--- src/sv/viterbi_hard_decoder_4state_defines.svh ---
// assertion macros used by the decoder back end
`ifndef VITERBI_HARD_DECODER_4STATE_DEFINES_SVH
`define VITERBI_HARD_DECODER_4STATE_DEFINES_SVH

// same-cycle implication, disabled while in reset
`define VHD_ASSERT_NOW(label, clk, rst_n, ante, cons, msg) \
    label: assert property (@(posedge clk) disable iff (!rst_n) (ante) |-> (cons)) \
        else $error(msg);

// next-cycle implication, disabled while in reset
`define VHD_ASSERT_NEXT(label, clk, rst_n, ante, cons, msg) \
    label: assert property (@(posedge clk) disable iff (!rst_n) (ante) |=> (cons)) \
        else $error(msg);

`endif

--- src/sv/vhd_pkg.sv ---
package vhd_pkg;

    // sizing defaults
    localparam int MAX_BITS_DEF = 64;
    localparam int NUM_STATES   = 4;
    localparam int QDEPTH       = 2;

    // register and metric constants
    localparam logic [23:0] RESET_CODEWORDS = 24'h74F8B0;
    localparam logic [7:0]  METRIC_MAX      = 8'hFF;

    // input transaction
    typedef struct packed {
        logic [15:0] prob0_bit0;
        logic [15:0] prob1_bit0;
        logic [15:0] prob0_bit1;
        logic [15:0] prob1_bit1;
        logic [15:0] prob0_bit2;
        logic [15:0] prob1_bit2;
        logic        last_step;
    } in_t;

    // result transaction
    typedef struct packed {
        logic [63:0] decoded_bits;
        logic [6:0]  bit_count;
        logic [7:0]  best_metric;
    } out_t;

    // sliced trellis step
    typedef struct packed {
        logic [2:0] rx;
        logic       last;
    } sym_t;

    // head of the step queue
    typedef struct packed {
        logic valid;
        sym_t sym;
    } q_head_t;

    // hamming weight of a 3-bit word
    function automatic logic [1:0] hamming3(input logic [2:0] x);
        return {1'b0, x[0]} + {1'b0, x[1]} + {1'b0, x[2]};
    endfunction

    // metric add saturating at the unreachable mark
    function automatic logic [7:0] sat_add(input logic [7:0] a, input logic [1:0] b);
        logic [8:0] s;
        s = {1'b0, a} + {7'd0, b};
        return s[8] ? METRIC_MAX : s[7:0];
    endfunction

endpackage

--- src/sv/vhd_front.sv ---
module vhd_front (
    input  logic             aclk,
    input  logic             aresetn,
    input  logic             s_valid,
    output logic             s_ready,
    input  vhd_pkg::in_t     s_data,
    output vhd_pkg::q_head_t head,
    input  logic             pop
);

    localparam int PtrW = (vhd_pkg::QDEPTH > 1) ? $clog2(vhd_pkg::QDEPTH) : 1;
    localparam int CntW = $clog2(vhd_pkg::QDEPTH + 1);

    vhd_pkg::sym_t      q_reg [vhd_pkg::QDEPTH];
    logic [PtrW-1:0]    wr_ptr_reg, wr_ptr_next;
    logic [PtrW-1:0]    rd_ptr_reg, rd_ptr_next;
    logic [CntW-1:0]    cnt_reg, cnt_next;
    vhd_pkg::sym_t      sym;
    logic               push;

    // slice each likelihood pair to a hard bit
    always_comb begin
        sym.rx[0] = s_data.prob1_bit0 > s_data.prob0_bit0;
        sym.rx[1] = s_data.prob1_bit1 > s_data.prob0_bit1;
        sym.rx[2] = s_data.prob1_bit2 > s_data.prob0_bit2;
        sym.last  = s_data.last_step;
    end

    assign s_ready = (cnt_reg != CntW'(vhd_pkg::QDEPTH));
    assign push    = s_valid && s_ready;

    assign head.valid = (cnt_reg != '0);
    assign head.sym   = q_reg[rd_ptr_reg];

    // queue pointers and fill count
    always_comb begin
        wr_ptr_next = wr_ptr_reg;
        rd_ptr_next = rd_ptr_reg;
        cnt_next    = cnt_reg;
        if (push) begin
            wr_ptr_next = (wr_ptr_reg == PtrW'(vhd_pkg::QDEPTH - 1)) ? '0 : wr_ptr_reg + 1'b1;
        end
        if (pop) begin
            rd_ptr_next = (rd_ptr_reg == PtrW'(vhd_pkg::QDEPTH - 1)) ? '0 : rd_ptr_reg + 1'b1;
        end
        if (push && !pop) begin
            cnt_next = cnt_reg + 1'b1;
        end else if (pop && !push) begin
            cnt_next = cnt_reg - 1'b1;
        end
    end

    always_ff @(posedge aclk) begin
        if (!aresetn) begin
            wr_ptr_reg <= '0;
            rd_ptr_reg <= '0;
            cnt_reg    <= '0;
        end else begin
            wr_ptr_reg <= wr_ptr_next;
            rd_ptr_reg <= rd_ptr_next;
            cnt_reg    <= cnt_next;
        end
    end

    // queue storage
    always_ff @(posedge aclk) begin
        if (push) begin
            q_reg[wr_ptr_reg] <= sym;
        end
    end

endmodule

--- src/sv/vhd_back.sv ---
`include "viterbi_hard_decoder_4state_defines.svh"

module vhd_back #(
    parameter int MAX_BITS = vhd_pkg::MAX_BITS_DEF
) (
    input  logic             aclk,
    input  logic             aresetn,
    input  logic             cfg_wr_en,
    input  logic [23:0]      cfg_wr_data,
    input  vhd_pkg::q_head_t head,
    output logic             pop,
    output logic             m_valid,
    input  logic             m_ready,
    output vhd_pkg::out_t    m_data
);

    localparam int CntW = $clog2(MAX_BITS);
    localparam int NS   = vhd_pkg::NUM_STATES;

    logic [23:0]         cfg_reg;
    logic [7:0]          metric_reg [NS];
    logic [7:0]          metric_next [NS];
    logic [MAX_BITS-1:0] surv_reg [NS];
    logic [MAX_BITS-1:0] surv_next [NS];
    logic [CntW-1:0]     step_reg;
    logic                m_valid_reg, m_valid_next;
    vhd_pkg::out_t       out_reg;
    logic                end_blk;
    logic [MAX_BITS-1:0] pos_mask;
    logic [1:0]          b01, b23, best;

    // codeword register
    always_ff @(posedge aclk) begin
        if (!aresetn) begin
            cfg_reg <= vhd_pkg::RESET_CODEWORDS;
        end else if (cfg_wr_en) begin
            cfg_reg <= cfg_wr_data;
        end
    end

    assign end_blk  = head.sym.last || (step_reg == CntW'(MAX_BITS - 1));
    assign pop      = head.valid && (!end_blk || !m_valid_reg || m_ready);
    assign pos_mask = {{(MAX_BITS-1){1'b0}}, 1'b1} << step_reg;

    // four add-compare-select units
    always_comb begin
        logic [2:0] cw0, cw1;
        logic [7:0] m0, m1;
        int unsigned p0;
        for (int s = 0; s < NS; s++) begin
            p0  = (s % 2 == 1) ? 2 : 0;
            cw0 = cfg_reg[3*(2*s) +: 3];
            cw1 = cfg_reg[3*(2*s+1) +: 3];
            m0  = vhd_pkg::sat_add(metric_reg[p0], vhd_pkg::hamming3(head.sym.rx ^ cw0));
            m1  = vhd_pkg::sat_add(metric_reg[p0+1], vhd_pkg::hamming3(head.sym.rx ^ cw1));
            if (m0 <= m1) begin
                metric_next[s] = m0;
                surv_next[s]   = surv_reg[p0];
            end else begin
                metric_next[s] = m1;
                surv_next[s]   = surv_reg[p0+1];
            end
            if (s >= 2) begin
                surv_next[s] = surv_next[s] | pos_mask;
            end
        end
    end

    // lowest metric state, ties to the lower state
    always_comb begin
        b01  = (metric_next[1] < metric_next[0]) ? 2'd1 : 2'd0;
        b23  = (metric_next[3] < metric_next[2]) ? 2'd3 : 2'd2;
        best = (metric_next[b23] < metric_next[b01]) ? b23 : b01;
    end

    assign m_valid_next = (m_valid_reg && !m_ready) || (pop && end_blk);

    // trellis state and output valid
    always_ff @(posedge aclk) begin
        if (!aresetn) begin
            for (int s = 0; s < NS; s++) begin
                metric_reg[s] <= (s == 0) ? 8'd0 : vhd_pkg::METRIC_MAX;
                surv_reg[s]   <= '0;
            end
            step_reg    <= '0;
            m_valid_reg <= 1'b0;
        end else begin
            m_valid_reg <= m_valid_next;
            if (pop) begin
                if (end_blk) begin
                    for (int s = 0; s < NS; s++) begin
                        metric_reg[s] <= (s == 0) ? 8'd0 : vhd_pkg::METRIC_MAX;
                        surv_reg[s]   <= '0;
                    end
                    step_reg <= '0;
                end else begin
                    for (int s = 0; s < NS; s++) begin
                        metric_reg[s] <= metric_next[s];
                        surv_reg[s]   <= surv_next[s];
                    end
                    step_reg <= step_reg + 1'b1;
                end
            end
        end
    end

    // result register
    always_ff @(posedge aclk) begin
        if (pop && end_blk) begin
            out_reg.decoded_bits <= 64'(surv_next[best]);
            out_reg.bit_count    <= 7'(step_reg) + 7'd1;
            out_reg.best_metric  <= metric_next[best];
        end
    end

    assign m_valid = m_valid_reg;
    assign m_data  = out_reg;

    `VHD_ASSERT_NEXT(a_emit_sets_valid, aclk, aresetn, pop && end_blk, m_valid_reg, "block end did not raise result valid")
    `VHD_ASSERT_NEXT(a_emit_restarts, aclk, aresetn, pop && end_blk, (step_reg == '0) && (metric_reg[0] == 8'd0), "trellis not restarted after block end")
    `VHD_ASSERT_NOW(a_no_overwrite, aclk, aresetn, m_valid_reg && !m_ready, !(pop && end_blk), "pending result overwritten")
    `VHD_ASSERT_NOW(a_count_range, aclk, aresetn, m_valid_reg, (out_reg.bit_count != 7'd0) && (out_reg.bit_count <= 7'(MAX_BITS)), "bit count out of range")

endmodule

--- src/sv/viterbi_hard_decoder_4state.sv ---
// path: sliced steps wait in the step queue; a pop feeds the trellis and result registers
// throughput: one trellis step per cycle, set by the four parallel add-compare-select units,
// but a block end waits on a pending result; the front slicer and two-entry queue absorb it
// reset: aresetn synchronous active low; codewords return to 0x74F8B0, trellis to state 0
// no clearing pass; the block accepts transactions in the first cycle after reset
module viterbi_hard_decoder_4state #(
    parameter int MAX_BITS = vhd_pkg::MAX_BITS_DEF
) (
    input  logic          aclk,
    input  logic          aresetn,
    input  logic          cfg_wr_en,
    input  logic [23:0]   cfg_wr_data,
    input  logic          s_valid,
    output logic          s_ready,
    input  vhd_pkg::in_t  s_data,
    output logic          m_valid,
    input  logic          m_ready,
    output vhd_pkg::out_t m_data
);

    vhd_pkg::q_head_t head;
    logic             pop;

    // slicer and step queue
    vhd_front u_front (
        .aclk    (aclk),
        .aresetn (aresetn),
        .s_valid (s_valid),
        .s_ready (s_ready),
        .s_data  (s_data),
        .head    (head),
        .pop     (pop)
    );

    // add-compare-select and result register
    vhd_back #(
        .MAX_BITS (MAX_BITS)
    ) u_back (
        .aclk        (aclk),
        .aresetn     (aresetn),
        .cfg_wr_en   (cfg_wr_en),
        .cfg_wr_data (cfg_wr_data),
        .head        (head),
        .pop         (pop),
        .m_valid     (m_valid),
        .m_ready     (m_ready),
        .m_data      (m_data)
    );

endmodule

--- config.mk ---
export PLATFORM = sky130hd
export DESIGN_NAME = viterbi_hard_decoder_4state
export DESIGN_NICKNAME = d
export VERILOG_FILES = /design/src/sv/vhd_pkg.sv /design/src/sv/vhd_front.sv /design/src/sv/vhd_back.sv /design/src/sv/viterbi_hard_decoder_4state.sv
export VERILOG_INCLUDE_DIRS = /design/src /design/src/sv
export SDC_FILE = /design/constraint.sdc
export NUM_CORES = 1
export LEC_CHECK = 0
export BUFFER_PORTS_ARGS = -buffer_cell sky130_fd_sc_hd__buf_4
export CAP_MARGIN = 20
export CORE_MARGIN = 1.5
export CORE_UTILIZATION = 61
export CTS_CLUSTER_SIZE = 10
export DETAILED_ROUTE_END_ITERATION = 16
export MAX_ROUTING_LAYER = met4
export PLACE_DENSITY_LB_ADDON = 0.1
export SYNTH_ARGS = -nofsm -noshare
export SYNTH_HDL_FRONTEND = slang
export SYNTH_SLANG_ARGS = --single-unit
export TNS_END_PERCENT = 10
--- constraint.sdc ---
create_clock -name aclk -period 9.5 [get_ports aclk]
set_input_delay 1.9 -clock aclk [delete_from_list [all_inputs] [get_ports aclk]]
set_output_delay 1.9 -clock aclk [all_outputs]
set_load 0.05 [all_outputs]
==> reports/summary.txt <==
Outcome = completed
WHS = 0.469 ns
Final setup vio count = 0
Sequential fraction of the synthesis area = 44.8%
DR vias = 19.5k
CTS Root Cell = clkbuf_16
Fin nets = 2928
Max stage delay on crit path = 0.61 ns
RePlAce Congestion = 0.926
Initial antenna violation count = 1
Remaining Overflow, GRT = 0
Synth Cell Area = 25100 µm²
WL per Instance = 20.8 µm
Post-route setup TNS = 0 ns
HP Class = reg -> reg
Post-cts resize count = 0
Via density per instance = 6.01
Detailed Routing Iterations Pass 1 = 6
CP required = 9.95 ns
CP Max Fanout = 28
Port Buffers = 206
Fill cells = 3188
Register Area = 11300 µm²
Fin cells = 3239
Post-Route WL = 67.5 mm
# placed instances = 3146
Largest net degree at the start of global routing = 93
Post-CTS Hold Buffers = 0
Netlist cell types = 74
Final hold vios = 0
Final HPWL DP = 42.8 mm
Core area = 40700 µm²
Multi-input logic area = 12800 µm²
CP arrival = 9.14 ns
Mapped Cells = 2521
Worst rel slew slack = 23.0%
Max Fclk = 0.115 GHz
CP Class = reg -> reg
Pins Over Slew Limit = 0
Ys Warns = 0
Clock Sink Count = 411
Prevailing post-synth register cell = edfxtp_1
Syn nets = 2783
Starting density of the core = 61.7%
Remaining antenna violation count = 0
Final period util = 91.5%
Slowest stage cell on the critical path = o21bai_4
Vias in the first global route = 19.5k
Minimum clock period = 8.69 ns
Setup crit start kind = register
Clock Pin Slew Worst Setup and Hold Paths = 0.06 ns
1st-iter DRT viols = 1428
FP Rows = 74
Layout cell share with drive strength beyond 1 = 15.0%
Die footprint = 42400 µm²
H-tree level count = 2
DRC = 0
Worst Clk Skew = 0.0482 ns
CTS tree = done
Most used cell, CP = ha_1
RSZ-0062 raised after global routing = no
GR Util All Layers = 32.9%
Skew-Pair Late Insertion Delay = 0.62 ns
Chip Width = 206 µm
Mean Syn Cell Area = 9.97 µm²
Top-Level Pins = 207
Area delta synth->final = 13.2%
CTS max path bufs = 3
Max Cap Viol = 0
Largest register FFs = 256
Async S/R FF share, synth = 0%
Worst slew pin tran = 1.15 ns
Die Y = 206 µm
Synthesized flop and latch total = 411
Critical Path End Type = register
Setup repair bufs after CTS = 0
Reg2Reg Setup Slack = 0.81 ns
EDFF count, synth = 303
First-pass GRT wire length = 105 mm
CTS buffer count = 49
[cells by family after synthesis]
logic type	Yosys count	synth area share (%)
compound gates	309	7.22
simple gates	879	14.9
flops	411	44.8
mux	457	18.9
buf+inv	265	4.71
xor+xnor	61	2.13
fa+ha+maj	139	7.37
[synth_stat cells, types with 17 or more instances]
library cell | n | area, µm²
dfxtp_1 | 108 | 2160
xor2_1 | 37 | 324
inv_1 | 119 | 447
nor2_1 | 209 | 785
a21oi_1 | 181 | 906
nand4_1 | 24 | 150
nor2b_1 | 29 | 181
buf_1 | 28 | 105
o21ai_0 | 47 | 235
mux2_4 | 17 | 255
a21o_1 | 17 | 128
nand2b_1 | 24 | 150
nand2_1 | 460 | 1730
mux2i_1 | 380 | 3800
mux2_2 | 55 | 619
ha_1 | 120 | 1500
nand3_1 | 87 | 435
edfxtp_1 | 303 | 9100
xnor2_1 | 24 | 210
buf_2 | 20 | 100
clkbuf_1 | 82 | 308
[cell usage in the layout, fill, tap and decap left out, types with 7 or more instances in the layout]
cell type	netlist	routed
and2_1	8	8
o21a_1	11	10
nand4_1	24	24
inv_1	119	115
clkbuf_1	82	31
xor2_1	37	37
mux2i_1	380	380
clkbuf_16	0	49
nand2b_1	24	24
nand2_1	460	458
mux2_2	55	55
or2_2	6	7
a21o_1	17	17
ha_1	120	120
edfxtp_1	303	303
nor2b_1	29	27
buf_4	2	238
a21oi_1	181	181
nor2_1	209	208
fa_1	16	16
mux2_4	17	17
nand3_1	87	87
o21ai_0	47	47
xnor2_1	24	24
dfxtp_1	108	108
o211ai_1	11	11
[layer usage]
layer	vias up	global-route usage (%)	share of wire [%]
met2	740	55.0	49
met4	0	11.2	2.8
li1	9129	-	-
met3	142	4.37	6.8
met5	-	-	0
met1	9464	41.3	41
[worst max-delay path: cells and delay by family (launching register included)]
kind	cells	cell delay [ns]
buf+inv	5	1.03
flops	1	0.43
xor+xnor	1	0.10
simple gates	5	0.78
compound gates	12	2.94
mux	3	0.76
fa+ha+maj	7	2.46
[path summary, 6_finish.rpt]
kind                            cells past startpoint                             endpoint                           startpoint
worst min register to register                      2  u_back.surv_reg[2][13]$_SDFFE_PP0P_  u_back.surv_reg[2][13]$_SDFFE_PP0P_
worst max register to register                     33          u_back.m_data[37]$_DFFE_PP_                             register
worst max-delay path                               33          u_back.m_data[37]$_DFFE_PP_                             register
worst min-delay path                                2  u_back.surv_reg[2][13]$_SDFFE_PP0P_  u_back.surv_reg[2][13]$_SDFFE_PP0P_
[stage by stage]
stage / utilization (%) / worst slack (ns) / instance area [µm²]
2_1_floorplan: - / 1.14 / 25100
3_3_place_gp: 66.1 / 0.909 / 26900
3_5_place_dp: 66.1 / 0.622 / 26900
4_1_cts: 69.8 / 0.615 / 28400
5_1_grt: 69.8 / 0.165 / 28400
6_report: 69.8 / 0.809 / 28400
[area by class of cell]
type	count	area share, %
timing repair buffer	240	6.34
sequential	411	39.6
antenna	1	0.00880
multi-input combinational	1845	44.9
clock inverter	6	0.273
clock buffer	85	4.96
inverter	119	1.57
tap	532	2.34
Power is not shown: default switching activity piles up to over one toggle a cycle in this logic, so the estimate is an artifact.
